### config.mk
export PLATFORM = sky130hd
export DESIGN_NAME = tone_iq_result_formatter
export DESIGN_NICKNAME = d
export VERILOG_FILES = /design/src/hdl/tif_pkg.sv /design/src/hdl/tif_front.sv /design/src/hdl/tif_queue.sv /design/src/hdl/tif_back.sv /design/src/hdl/tone_iq_result_formatter.sv
export SDC_FILE = /design/constraint.sdc
export NUM_CORES = 1
export LEC_CHECK = 0
export BUFFER_PORTS_ARGS = -buffer_cell sky130_fd_sc_hd__clkbuf_2
export CORE_ASPECT_RATIO = 0.6
export CORE_MARGIN = 2
export CORE_UTILIZATION = 55
export CTS_BUF_LIST = sky130_fd_sc_hd__clkbuf_4
export DETAILED_ROUTE_END_ITERATION = 10
export HOLD_SLACK_MARGIN = 0.12
export PLACE_DENSITY_LB_ADDON = 0.05
export SLEW_MARGIN = 20
export SYNTH_ARGS = -nofsm -noshare
export SYNTH_HDL_FRONTEND = slang
export SYNTH_SLANG_ARGS = --single-unit
### constraint.sdc
create_clock -name clk_i -period 7.19 [get_ports clk_i]
set_input_delay 1.7975 -clock clk_i [delete_from_list [all_inputs] [get_ports clk_i]]
set_output_delay 1.7975 -clock clk_i [all_outputs]
set_load 0.02 [all_outputs]
### src/hdl/tif_pkg.sv
package tif_pkg;

  localparam int PathsW     = 3;
  localparam int CntW       = 3;
  localparam int SampleW    = 16;
  localparam int ShiftW     = 3;
  localparam int CodeW      = 16;
  localparam int WordW      = 24;
  localparam int HalfW      = 12;
  localparam int MaxTones   = 5;
  localparam int QueueDepth = 2;

  localparam logic [PathsW-1:0] PathsReset = 3'd1;
  localparam logic [PathsW-1:0] PathsMin   = 3'd1;
  localparam logic [PathsW-1:0] PathsMax   = 3'd4;
  localparam logic [CodeW-1:0]  OffsetOvf  = 16'hC000;
  localparam int                OffsetLim  = 10000;
  localparam int                AmpHigh    = 1500;
  localparam int                AmpMedium  = 800;
  localparam int                AmpFloor   = 10;

  typedef enum logic [1:0] {
    OpOffset = 2'd0,
    OpNoTone = 2'd1,
    OpTone   = 2'd2,
    OpToneB  = 2'd3
  } op_e;

  typedef enum logic [1:0] {
    KindOffset = 2'd0,
    KindTone   = 2'd1,
    KindNone   = 2'd2,
    KindDrop   = 2'd3
  } kind_e;

  typedef enum logic [1:0] {
    QualHigh    = 2'd0,
    QualMedium  = 2'd1,
    QualLow     = 2'd2,
    QualUnknown = 2'd3
  } qual_e;

  typedef struct packed {
    kind_e                     kind;
    logic [CntW-1:0]           idx;
    logic [ShiftW-1:0]         shift;
    logic signed [SampleW-1:0] a;
    logic signed [SampleW-1:0] b;
  } item_t;

  typedef struct packed {
    kind_e            kind;
    logic [CodeW-1:0] code;
    logic [CntW-1:0]  idx;
    logic [WordW-1:0] word;
    qual_e            qual;
  } result_t;

endpackage

### src/hdl/tif_front.sv
module tif_front
  import tif_pkg::*;
(
  input  logic                      clk_i,
  input  logic                      rst_ni,
  input  logic [PathsW-1:0]         paths_i,
  input  logic                      valid_i,
  output logic                      ready_o,
  input  logic [1:0]                op_i,
  input  logic                      step_start_i,
  input  logic signed [SampleW-1:0] raw_i,
  input  logic signed [SampleW-1:0] i_i,
  input  logic signed [SampleW-1:0] q_i,
  input  logic                      full_i,
  output logic                      push_o,
  output item_t                     item_o
);

  logic [CntW-1:0]   cnt_q, cnt_d, cnt_cur;
  logic [PathsW-1:0] paths_c;
  logic [CntW:0]     limit;
  logic              drop;
  logic [SampleW-1:0] mag_i, mag_q, mag_m;
  logic [ShiftW-1:0]  shift;
  op_e               op;

  assign op      = op_e'(op_i);
  assign ready_o = !full_i;
  assign push_o  = valid_i && !full_i;
  assign cnt_cur = step_start_i ? '0 : cnt_q;

  always_comb begin
    if (paths_i < PathsMin) begin
      paths_c = PathsMin;
    end else if (paths_i > PathsMax) begin
      paths_c = PathsMax;
    end else begin
      paths_c = paths_i;
    end
    limit = {1'b0, paths_c} + (CntW+1)'(1);
    if (limit > (CntW+1)'(MaxTones)) begin
      limit = (CntW+1)'(MaxTones);
    end
  end

  assign drop = {1'b0, cnt_cur} >= limit;

  assign mag_i = i_i[SampleW-1] ? (~i_i + 1'b1) : i_i;
  assign mag_q = q_i[SampleW-1] ? (~q_i + 1'b1) : q_i;
  assign mag_m = (mag_q > mag_i) ? mag_q : mag_i;

  always_comb begin
    priority if (mag_m[15]) begin
      shift = 3'd5;
    end else if (mag_m[14]) begin
      shift = 3'd4;
    end else if (mag_m[13]) begin
      shift = 3'd3;
    end else if (mag_m[12]) begin
      shift = 3'd2;
    end else if (mag_m[11]) begin
      shift = 3'd1;
    end else begin
      shift = 3'd0;
    end
  end

  always_comb begin
    item_o       = '0;
    item_o.kind  = KindNone;
    cnt_d        = cnt_q;
    if (push_o) begin
      cnt_d = cnt_cur;
    end
    unique case (op)
      OpOffset: begin
        item_o.kind = KindOffset;
        item_o.a    = raw_i;
      end
      OpNoTone: begin
        item_o.kind = KindNone;
      end
      OpTone, OpToneB: begin
        item_o.idx = cnt_cur;
        if (drop) begin
          item_o.kind = KindDrop;
        end else begin
          item_o.kind  = KindTone;
          item_o.shift = shift;
          item_o.a     = i_i;
          item_o.b     = q_i;
          if (push_o) begin
            cnt_d = cnt_cur + 1'b1;
          end
        end
      end
      default: begin
        item_o.kind = KindNone;
      end
    endcase
  end

  always_ff @(posedge clk_i or negedge rst_ni) begin
    if (!rst_ni) begin
      cnt_q <= '0;
    end else begin
      cnt_q <= cnt_d;
    end
  end

endmodule

### src/hdl/tif_queue.sv
module tif_queue
  import tif_pkg::*;
#(
  parameter int Depth = QueueDepth
) (
  input  logic  clk_i,
  input  logic  rst_ni,
  input  logic  push_i,
  input  item_t item_i,
  output logic  full_o,
  input  logic  pop_i,
  output logic  valid_o,
  output item_t item_o
);

  localparam int PtrW = (Depth > 1) ? $clog2(Depth) : 1;
  localparam int CntW = $clog2(Depth + 1);

  item_t             mem_q [Depth];
  logic [PtrW-1:0]   wr_q, wr_d, rd_q, rd_d;
  logic [CntW-1:0]   count_q, count_d;

  assign full_o  = count_q == CntW'(Depth);
  assign valid_o = count_q != '0;
  assign item_o  = mem_q[rd_q];

  always_comb begin
    wr_d    = wr_q;
    rd_d    = rd_q;
    count_d = count_q;
    if (push_i) begin
      wr_d = (wr_q == PtrW'(Depth - 1)) ? '0 : wr_q + 1'b1;
    end
    if (pop_i) begin
      rd_d = (rd_q == PtrW'(Depth - 1)) ? '0 : rd_q + 1'b1;
    end
    if (push_i && !pop_i) begin
      count_d = count_q + 1'b1;
    end else if (pop_i && !push_i) begin
      count_d = count_q - 1'b1;
    end
  end

  always_ff @(posedge clk_i or negedge rst_ni) begin
    if (!rst_ni) begin
      wr_q    <= '0;
      rd_q    <= '0;
      count_q <= '0;
    end else begin
      wr_q    <= wr_d;
      rd_q    <= rd_d;
      count_q <= count_d;
    end
  end

  always_ff @(posedge clk_i) begin
    if (push_i) begin
      mem_q[wr_q] <= item_i;
    end
  end

  assert property (@(posedge clk_i) disable iff (!rst_ni)
    (push_i && !pop_i) |=> count_q == $past(count_q) + 1'b1)
    else $error("queue count did not advance on request");

  assert property (@(posedge clk_i) disable iff (!rst_ni)
    pop_i |-> count_q != '0)
    else $error("pop from empty queue");

endmodule

### src/hdl/tif_back.sv
module tif_back
  import tif_pkg::*;
(
  input  logic    clk_i,
  input  logic    rst_ni,
  input  logic    valid_i,
  input  item_t   item_i,
  output logic    pop_o,
  output logic    valid_o,
  input  logic    ready_i,
  output result_t result_o
);

  logic                      valid_q, valid_d;
  result_t                   res_q, res_d;
  logic signed [20:0]        prod;
  logic signed [20:0]        prod_adj;
  logic signed [18:0]        f;
  logic signed [SampleW-1:0] si, sq;
  logic [HalfW-1:0]          i12, q12, mi, mq;
  logic [HalfW:0]            amp;

  assign pop_o = valid_i && (!valid_q || ready_i);

  assign prod     = 21'(item_i.a) * 21'sd25;
  assign prod_adj = prod[20] ? prod + 21'sd3 : prod;
  assign f        = 19'(prod_adj >>> 2);

  assign si  = item_i.a >>> item_i.shift;
  assign sq  = item_i.b >>> item_i.shift;
  assign i12 = si[HalfW-1:0];
  assign q12 = sq[HalfW-1:0];
  assign mi  = i12[HalfW-1] ? (~i12 + 1'b1) : i12;
  assign mq  = q12[HalfW-1] ? (~q12 + 1'b1) : q12;
  assign amp = {1'b0, mi} + {1'b0, mq};

  always_comb begin
    res_d      = '0;
    res_d.kind = item_i.kind;
    res_d.qual = QualUnknown;
    unique case (item_i.kind)
      KindOffset: begin
        if (f >= -19'(OffsetLim) && f <= 19'(OffsetLim)) begin
          res_d.code = {1'b0, f[14:0]};
        end else begin
          res_d.code = OffsetOvf;
        end
      end
      KindTone: begin
        res_d.idx  = item_i.idx;
        res_d.word = {q12, i12};
        priority if (amp < (HalfW+1)'(AmpFloor)) begin
          res_d.qual = QualUnknown;
        end else if (amp > (HalfW+1)'(AmpHigh)) begin
          res_d.qual = QualHigh;
        end else if (amp > (HalfW+1)'(AmpMedium)) begin
          res_d.qual = QualMedium;
        end else begin
          res_d.qual = QualLow;
        end
      end
      KindDrop: begin
        res_d.idx = item_i.idx;
      end
      KindNone: begin
        res_d.kind = KindNone;
      end
      default: begin
        res_d.kind = KindNone;
      end
    endcase
  end

  always_comb begin
    valid_d = valid_q;
    if (pop_o) begin
      valid_d = 1'b1;
    end else if (ready_i) begin
      valid_d = 1'b0;
    end
  end

  always_ff @(posedge clk_i or negedge rst_ni) begin
    if (!rst_ni) begin
      valid_q <= 1'b0;
    end else begin
      valid_q <= valid_d;
    end
  end

  always_ff @(posedge clk_i) begin
    if (pop_o) begin
      res_q <= res_d;
    end
  end

  assign valid_o  = valid_q;
  assign result_o = res_q;

  assert property (@(posedge clk_i) disable iff (!rst_ni)
    (valid_q && res_q.kind == KindTone) |-> res_q.idx < CntW'(MaxTones))
    else $error("tone slot beyond limit");

  assert property (@(posedge clk_i) disable iff (!rst_ni)
    (valid_q && res_q.kind != KindTone) |-> (res_q.qual == QualUnknown && res_q.word == '0))
    else $error("tone fields set on non-tone result");

  assert property (@(posedge clk_i) disable iff (!rst_ni)
    (valid_q && !ready_i) |=> valid_q)
    else $error("result lost while stalled");

endmodule

### src/hdl/tone_iq_result_formatter.sv
// Tone and frequency-offset result formatter for one ranging step.
// Input stream: s_axis_tuser carries op and step_start, s_axis_tdata carries
// the raw offset and the I/Q samples. Each accepted request yields exactly
// one result on the m_axis stream, in order: result_kind on m_axis_tuser,
// offset code, tone slot, packed 24-bit I/Q word and quality on m_axis_tdata.
// An accepted request passes through the queue and is written to the result
// register when the back stage pops it, which raises m_axis_tvalid.
// Throughput: one request per cycle sustained while m_axis_tready is high;
// the front stage numbers tones and finds the normalising shift,
// a two-entry queue sits between it and the back stage, which scales, packs
// and registers.
// A stalled receiver holds the result register; the back stage stops
// popping, the queue fills up to its two entries and s_axis_tready then
// drops, so no request is lost.
// Reset clears the tone counter, empties the queue and output register and
// sets antenna_paths to 1. Write antenna_paths (APB, address 0) only while
// the block is idle; tones beyond antenna_paths (clamped to 1..4) plus one in
// a step come out as overflow results and do not advance the tone counter.
module tone_iq_result_formatter
  import tif_pkg::*;
#(
  parameter int Depth = QueueDepth
) (
  input  logic        clk_i,
  input  logic        rst_ni,
  input  logic        s_axis_tvalid,
  output logic        s_axis_tready,
  // [15:0] raw_freq_offset, [31:16] i_sample, [47:32] q_sample
  input  logic [47:0] s_axis_tdata,
  // [1:0] op, [2] step_start
  input  logic [2:0]  s_axis_tuser,
  output logic        m_axis_tvalid,
  input  logic        m_axis_tready,
  // [15:0] offset_code, [18:16] tone_index, [42:19] phase_word,
  // [44:43] quality, [47:45] zero
  output logic [47:0] m_axis_tdata,
  // [1:0] result_kind
  output logic [1:0]  m_axis_tuser,
  input  logic        psel,
  input  logic        penable,
  input  logic        pwrite,
  input  logic [2:0]  paddr,
  input  logic [31:0] pwdata,
  output logic [31:0] prdata,
  output logic        pready
);

  logic [PathsW-1:0] paths_q;
  logic              push, full, pop, q_valid;
  item_t             f_item, q_item;
  result_t           result;

  assign pready = 1'b1;
  assign prdata = paddr[2] ? '0 : {{(32-PathsW){1'b0}}, paths_q};

  always_ff @(posedge clk_i or negedge rst_ni) begin
    if (!rst_ni) begin
      paths_q <= PathsReset;
    end else if (psel && penable && pwrite && !paddr[2]) begin
      paths_q <= pwdata[PathsW-1:0];
    end
  end

  tif_front u_front (
    .clk_i        (clk_i),
    .rst_ni       (rst_ni),
    .paths_i      (paths_q),
    .valid_i      (s_axis_tvalid),
    .ready_o      (s_axis_tready),
    .op_i         (s_axis_tuser[1:0]),
    .step_start_i (s_axis_tuser[2]),
    .raw_i        (s_axis_tdata[15:0]),
    .i_i          (s_axis_tdata[31:16]),
    .q_i          (s_axis_tdata[47:32]),
    .full_i       (full),
    .push_o       (push),
    .item_o       (f_item)
  );

  tif_queue #(
    .Depth (Depth)
  ) u_queue (
    .clk_i   (clk_i),
    .rst_ni  (rst_ni),
    .push_i  (push),
    .item_i  (f_item),
    .full_o  (full),
    .pop_i   (pop),
    .valid_o (q_valid),
    .item_o  (q_item)
  );

  tif_back u_back (
    .clk_i    (clk_i),
    .rst_ni   (rst_ni),
    .valid_i  (q_valid),
    .item_i   (q_item),
    .pop_o    (pop),
    .valid_o  (m_axis_tvalid),
    .ready_i  (m_axis_tready),
    .result_o (result)
  );

  assign m_axis_tuser = result.kind;
  assign m_axis_tdata = {3'b000, result.qual, result.word, result.idx, result.code};

endmodule

======== Yosys cells after proc, flatten, opt, wreduce, memory -nomap -nowiden ========
Memory sizes are Yosys's and may differ from the RTL's.
Cells that the tools add are included.
storage, ports and cells
  register bits ........................... 58
  bits in latches ......................... 0
  RAM bits ................................ 80
  memory bits (read-only) ................. 0
  input port bits ......................... 93
  output and inout port bits .............. 85
  word-level logic and storage cells ...... 110
  memories ................................ 1
operators by class
  add/subtract/negate cells ............... 12
  $mul .................................... 1
  divide/modulo/power cells ............... 0
  order comparisons ....................... 10
  equal/unequal tests ..................... 7
  shift-type cells ........................ 2
  muxes and demuxes ....................... 37
  bitwise logic cells ..................... 5
  reductions and logical operators ........ 23
memory list
  memory         depth  width  read ports  clocked after Yosys merged registers in  write ports  line             source
  u_queue.mem_q  2      40     1           0                                        1            tif_queue.sv:19  item_t mem_q [Depth];
operators with widths
  kind                     number
  $mux W16                 5
  $mux W3                  12
  $mux W35                 1
  $add A16 B1 Y16 const B  2
  $not A16 Y16             2
  $pmux W16 S2             1
  $sshr A16 B3 Y12         2
  $add A12 B1 Y12 const B  2
  $mux W12                 2
  $not A12 Y12             2
  $add A21 B3 Y21 const B  1
  $mul A16 B6 Y21 const B  1
  $mux W21                 1
  $ge A19 B15 Y1 const B   1
  $le A19 B15 Y1 const B   1
  $gt A16 B16 Y1           1
  $add A12 B12 Y13         1
  $gt A13 B10 Y1 const B   1
  $gt A13 B11 Y1 const B   1
  $lt A13 B4 Y1 const B    1
  $eq A2 B2 Y1 const B     5
  $mux W2                  5
  $logic_and A1 B1 Y1      8
  $mux W1                  7
  other kinds (20)         31

======== Logic depth before layout (Yosys ltp) ========
Gate-level depths: netlist of the first run.
  depth in word-level cells ............... 12
  depth in mapped cells ................... 24
  mapped depth without buffers ............ 21

======== By module ========
A second synthesis of the first run with hierarchy kept.
second synthesis, totals
  cell total of the unflattened synthesis .. 1098
  area, all modules ....................... 11577.4 sq um
by module, submodules not included
  module                    instances  cells an instance  area an instance (sq um)  sequential area each (sq um)
  tif_back                  1          670                6102.1                    1436.4
  tif_queue                 1          141                3279.4                    2502.4
  tif_front                 1          242                1769.2                    75.1
  tone_iq_result_formatter  1          45                 426.7                     76.3

======== Worst setup path after synthesis of the first run ========
No wires, ideal clock.
  path kind ............................... register -> register
  start ................................... register u_queue.rd_q
  end ..................................... register u_back.res_q (netlist bit u_back.result_o[29]) (data pin)
  library setup time ...................... 0.274 ns
  data arrival time ....................... 5.352 ns
  required time ........................... 6.916 ns
  slack ................................... 1.564 ns
  stages on the path, launching flop included .. 21
  path buffers ............................ 2
  clock period less this slack ............ 5.626 ns
  cell sequence ........................... dfrtp_1 buf_4 mux2i_1 inv_1 ha_1 inv_1 fa_1 ha_1 ha_1 fa_1 a21o_1 a221oi_2 xnor2_1 nand4_1 nor4_4 and3_2 nor2_1 or3_1 a22oi_4 buf_6 nor3_2
on the way
  word-level cells in the longest chain between the ends .. 7
  elaborated cells on any way between the ends .. 9
  classes of those cells .................. 1 x add/sub; 1 x mul; 2 x order compare; 1 x mux; 3 x reduce/logical; 1 x memory
RTL lines
  item                                              line             source
  from (decl)                                       tif_queue.sv:20  logic [PtrW-1:0] wr_q, wr_d, rd_q, rd_d;
  from (signal assigned)                            tif_queue.sv:51  rd_q <= rd_d;
  $mem_v2 Z2 W40 (*)                                n/a
  $mul A16 B6 Y21                                   tif_back.sv:25   assign prod = 21'(item_i.a) * 21'sd25;
  $add A21 B3 Y21                                   tif_back.sv:26   assign prod_adj = prod[20] ? prod + 21'sd3 : prod;
  $mux W21                                          tif_back.sv:26
  $ge A19 B15 Y1 or $le A19 B15 Y1 (tied branches)  tif_back.sv:43   if (f >= -19'(OffsetLim) && f <= 19'(OffsetLim)) begin
  $logic_and A1 B1 Y1                               tif_back.sv:43
  $reduce_and A2 Y1 (no source line)                n/a
  to (signal assigned)                              tif_back.sv:93   res_q <= res_d;
  to (decl)                                         tif_back.sv:15   result_t res_q, res_d;
Every way passes the cells marked *; elsewhere a longest branch is shown, timed or not.
A chain may end at the register's enable or synchronous reset.

======== Worst setup path after layout of the first run ========
  start ................................... register u_queue.rd_q
  end ..................................... register u_back.res_q (netlist bit u_back.result_o[38]) (data pin)
The elaborated chain is that of the path after synthesis.

==> results.toml, run 1 <==
[floorplan]
coreArea_mm2 = 0.02098
io_pins = 178
dieArea_mm2 = 0.02256
die_h_um = 117.1
num_rows = 41
start_util_pct = 55.93
chipWidth_um = 192.6

[timing]
tns_ns = 0
post-route-period-util_pct = 92.18
fin_crit_ns = 6.627
drv_slew = 0
tightest_slew_ns = 0.9972
fmax_ghz = 0.1509
finalClockSkew_ns = 0.01624
whs_ns = 0.5038
slew_headroom_pct = 33.27
hold_viol = 0
setup_violations = 0
grt_setup_unrepaired = "false"

[placed_design]
portBuffers = 113
place_congestion = 0.8914
hpwlAfterDp_mm = 20.96

[routing]
drcViolationCount = 0
routed_wire_length_per_instance_um = 16.92
drt_iter0_drc = 700
avgViaCountPerCell = 5.705
postRouteAntennaNets = 0
vias = 8985
first_pass_iters = 7
wirelength_mm = 26.66

[clock_network]
cts-buffers-inserted = 17
clkLatencyLatePin_ns = 0.56
cts_resized = 0
cts_max_level = 4
clock-sinks = 138
path_clk_slew_ns = 0.12
cts_setup_buffers = 0
ctsLongestPathBuffers = 2
tritoncts = "done"
cts_hold_buf = 0
clockRootBuffer = "clkbuf_4"

[yosys]
synthTopCellsByArea = "edfxtp_1 32%, ha_1 9.4%, mux2i_1 6.4%"
syn_inst = 1185
synth_compound_area_share_pct = 15.48
seq_area_frac_synth_pct = 34.85
netlist_area_mm2 = 0.01174
yosys.area_share.adder_pct = 11.94
async_flop_share_pct = 7.971
synth.avg_cell_area_um2 = 9.903
synth-simple-area-share_pct = 16.54
synth.top_cell.area_share_pct = 32.50
synth_xor_area_share_pct = 6.387
yosysMostFrequentCell = "edfxtp_1"
synth_edf_count = 127
synth_top_family_by_area = "simple AND/OR/NAND/NOR gates"
ys_ff_latch = 138
yosys_warnings = 0
synth_largest_area_cell = "edfxtp_1"
synth_cell_type_count = 97
ys.flop_type = "edfxtp_1"
muxShareOfSynthArea_pct = 8.530
ys_top_cells_by_count = "127 x edfxtp_1, 90 x nor2_1, 88 x ha_1"

[setup_path]
crit_arrival_ns = 6.92
cp_cell_sequence = "mux2i_1 -> inv_1 -> ha_1 -> inv_1 -> fa_1 -> ha_1 -> ha_1 -> fa_1 -> a21o_1 -> a221oi_2 -> xnor2_1 -> nand4_1 -> nor4_4 -> a21oi_1 -> nor4_1 -> a2111oi_4 -> a22oi_4 -> nor3_1"
cp.buffers_inverters = 2
cp-end-kind = "flip-flop"
required_ns = 7.48
max_stage_delay_ns = 0.69
critPathLaunchType = "flip-flop"
cpLargestDelayFamily = "adder cells"
critical_path_class = "reg -> reg"
path_max_fanout = 16
cp_common_cell = "ha_1"
slowest_stage = "dfrtp_2"

[global_routing]
gr-total-overflow = 0
grt_pass1_vias = 7779
grt_usage_pct = 24.21
antenna_found_initial = 1
grt_pass1_wl_mm = 42.09
grt_start_max_net_pins = 48

[final_layout]
drive_gt1_share_pct = 17.93
syn_to_final_growth_pct = 8.370
finalNetCount = 1477

[run_status]
status = "complete, no violations"

[run]
cap_violations = 0

[worst_hold_path]
worst_hold_path_type = "reg -> reg"
-- sequential cells by signal, indices dropped and copies added, names as in the netlist, named ones only --
register         count
u_queue.mem_q       80
u_front.cnt_q        2
paths_q              3
u_queue.rd_q         1
u_queue.wr_q         1
u_queue.count_q      2
u_back.result_o     47
u_back.valid_o       1
-- cell families after synthesis --
logic type                 count (synthesis)
and+or+nand+nor                          369
AOI/OAI and AO/OA                        243
buffers and inverters                    150
DFF                                      138
adders and majority gates                103
muxes                                     97
xor gates and xnor gates                  83
other                                      2
-- layout by cell type (no fill, tap or decap), types with 18 or more instances in the layout --
master / count
ha_1: 88
nor2b_1: 19
a22o_1: 18
nor2_1: 89
nand3_1: 24
a21oi_1: 53
nand2_1: 86
xnor2_1: 50
o21ai_0: 36
and2_1: 31
conb_1: 33
mux2_2: 21
xor2_1: 30
clkbuf_2: 113
edfxtp_1: 127
mux2i_1: 73
nor3_1: 27
inv_1: 68
-- area by class of cell --
cell class              instances  area, µm²
inverters                      70      264.0
clock inverters                15      150.1
diodes                          2      5.005
flip-flops and latches        138       4091
clock buffers                  17      127.6
multi-input cells             928       7054
fillers                      1805       8264
repair buffers                126      675.6
well taps                     279      349.1
-- per-stage QoR --
stage / worst slack (ns) / util, % / area (µm²) / instances
3_5_place_dp: 0.6552 / 59.26 / 12430 / 1541
6_report: 0.5626 / 60.61 / 12720 / 1575
5_1_grt: 0.2358 / 60.61 / 12720 / 1575
4_1_cts: 0.6155 / 60.58 / 12710 / 1573
2_1_floorplan: 1.564 / - / 11850 / 1216
3_3_place_gp: 0.7043 / 59.26 / 12430 / 1541
-- per-layer routing --
layer / part of all wire (%) / track usage, %
met1: 56 / 41.46
met2: 36 / 30.00
met3: 7.2 / 4.919
met4: 0.81 / 4.580
met5: 0 / 0
-- path summary, 6_finish.rpt --
check,cells past startpoint,slack [ns],endpoint,startpoint
setup reg to reg,18,0.56,u_back.result_o[38],u_queue.rd_q
max in group asynchronous,1,5.82,paths_q[0],rst_ni
hold reg to reg,1,0.50,u_front.cnt_q[1],u_front.cnt_q[1]
min in group asynchronous,1,1.10,u_front.cnt_q[1],rst_ni
hold / removal,1,0.50,u_front.cnt_q[1],u_front.cnt_q[1]
setup / recovery,18,0.56,u_back.result_o[38],u_queue.rd_q
Power of run 1 is left out: the tool's default activity adds up to more than one toggle a clock period on the data nets, which glitch-free logic cannot reach.
==> run 2: changes to the inputs <==
- CORE_UTILIZATION: 55 -> 54
- clock period: 7.19 -> 6.05 ns (I/O delays scaled with it)
==> run 2 against run 1 <==
Compared with the run above: the run now ends with DRC left; sequential share of layout area is 1.4 points lower; register-to-register slack worse by 0.32 ns; non-clock buffer count grew 56; worst hold slack worse by 0.0083 ns; global-route usage increased by 0.16 points; cell count rose by 3.4%; flip-flop and latch count unchanged; wire length grew 3.8%; critical endpoint unchanged; die area is 1.8% higher; via count up 2.3%; first-iteration DRC count increased by 6.9%.
==> results.toml, run 2 (synthesized netlist as in run 1, its figures left out) <==
[setup_path]
required_ns = 6.42
slowest_stage = "dfrtp_2"
crit_arrival_ns = 6.18
critPathLaunchType = "flip-flop"
cp_cell_sequence = "buf_4 -> mux2i_1 -> inv_1 -> ha_1 -> fa_1 -> ha_1 -> ha_1 -> o211ai_2 -> o211ai_4 -> a41oi_2 -> buf_4 -> nor3_4 -> nor2_1 -> buf_4 -> a211oi_1 -> o211ai_1 -> a2111oi_4 -> a22oi_4 -> buf_12 -> nor3_1"
max_stage_delay_ns = 0.47
path_max_fanout = 14
critical_path_class = "reg -> reg"
cp-end-kind = "flip-flop"

[worst_hold_path]
worst_hold_path_type = "reg -> reg"

[run_status]
violations = "DRC"
status = "complete, but fails checks"

[final_layout]
finalNetCount = 1533
n_fill_cell = 1765
instances_no_fill = 1629
syn_to_final_growth_pct = 13.39
largest_reg_flops = 80
final_cell_area_mm2 = 0.01331
final_common_cell = "edfxtp_1"
mostFrequentLayoutCells = "127 x edfxtp_1, 113 x clkbuf_2, 89 x nor2_1, 86 x nand2_1, 86 x ha_1"
num_antenna_cells = 0
drive_gt1_share_pct = 22.52
largest_register = "u_queue.mem_q"

[floorplan]
start_util_pct = 55.39
coreArea_mm2 = 0.02119
dieArea_mm2 = 0.02297
chipWidth_um = 194.3
die_h_um = 118.2
num_rows = 41
io_pins = 178

[timing]
hold_viol = 0
fin_crit_ns = 5.807
setup_violations = 0
drv_slew = 0
fmax_ghz = 0.1722
finalClockSkew_ns = 0.02171
tightest_slew_ns = 1.044
post-route-period-util_pct = 95.98
slew_headroom_pct = 30.15

[global_routing]
grt_pass1_wl_mm = 44.09
grt_usage_pct = 24.37
grt_start_max_net_pins = 48
antenna_found_initial = 0
gr-total-overflow = 0
grt_pass1_vias = 8322

[clock_network]
clockRootBuffer = "clkbuf_4"
clock-sinks = 138
tritoncts = "done"
cts-buffers-inserted = 17
cts_max_level = 4
ctsLongestPathBuffers = 2
clkLatencyLatePin_ns = 0.56
path_clk_slew_ns = 0.12

[routing]
routed_wire_length_per_instance_um = 16.98
vias = 9195
first_pass_iters = 8
drcViolationCount = 5
drt_iter0_drc = 748
wirelength_mm = 27.66
postRouteAntennaNets = 0
avgViaCountPerCell = 5.645

[placed_design]
dp_cells = 1588
portBuffers = 113
place_area_mm2 = 0.01281
hpwlAfterDp_mm = 21.88
place_congestion = 0.8915

[run]
cap_violations = 0
run 2: changes by cell type in the layout (fill, tap and decap cells not counted), moves of 3 or more:
cell / delta
buf_4: +54
clkinv_2: -3
mux2i_1: -7
mux2i_2: +5
run 2: metrics by stage:
step	hold slack (ns)	TNS (ns)	setup slack [ns]	util (%)
after floorplan	0.4309	0	0.4236	-
after global placement	0.4522	0	0.2171	60.45
after detailed placement	0.4604	0	0.1612	60.45
after CTS	0.4955	0	0.1060	62.08
after global routing	0.5218	-0.07169	-0.04027	62.81
final	0.4955	0	0.2432	62.81
run 2: path summary, 6_finish.rpt:
kind / startpoint / endpoint / slack [ns] / cells after the start
worst max-delay path: u_queue.rd_q / u_back.result_o[38] / 0.24 / 20
worst min-delay path: u_front.cnt_q[2] / u_front.cnt_q[2] / 0.50 / 2
worst max register to register: u_queue.rd_q / u_back.result_o[38] / 0.24 / 20
worst min register to register: u_front.cnt_q[2] / u_front.cnt_q[2] / 0.50 / 2
max in group asynchronous: rst_ni / paths_q[0] / 4.96 / 1
min in group asynchronous: rst_ni / u_front.cnt_q[1] / 0.81 / 1
run 2: timing repair:
item | 4_1_cts | 5_1_grt
setup endpoints to repair | 0 | 18
hold buffers | 0 | 0
endpoints found under the hold margin | 0 | 0
buffers inserted | 0 | 9
resized for setup | 0 | 20
run 2: routing by layer:
| metal | GRT usage, % | part of all wire, % | vias to the layer above |
|---|---|---|---|
| met5 | 0 | 0 | - |
| met4 | 4.519 | 0.56 | 0 |
| met3 | 4.595 | 6.6 | 13 |
| met2 | 31.16 | 37 | 290 |
| met1 | 41.27 | 55 | 4303 |
| li1 | - | - | 4589 |
run 2: cell type report:
class,instances,area [µm²],share of cell area (%)
Clock buffer,18,135.1,1.016
Clock inverter,14,210.2,1.580
Inverter,70,264.0,1.984
Multi-Input combinational cell,928,7144,53.69
Sequential cell,138,4091,30.75
Tap cell,279,349.1,2.623
Timing Repair Buffer,182,1112,8.359
run 2: critical path: cells and delay by family, from the launching register on:
| family | cells | cell delay, ns |
|---|---|---|
| AOI/OAI and AO/OA | 7 | 1.56 |
| muxes | 1 | 0.43 |
| buffers and inverters | 5 | 0.96 |
| DFF | 1 | 0.47 |
| and+or+nand+nor | 3 | 0.64 |
| adders and majority gates | 4 | 1.55 |
Power of run 2 is left out for the same reason.
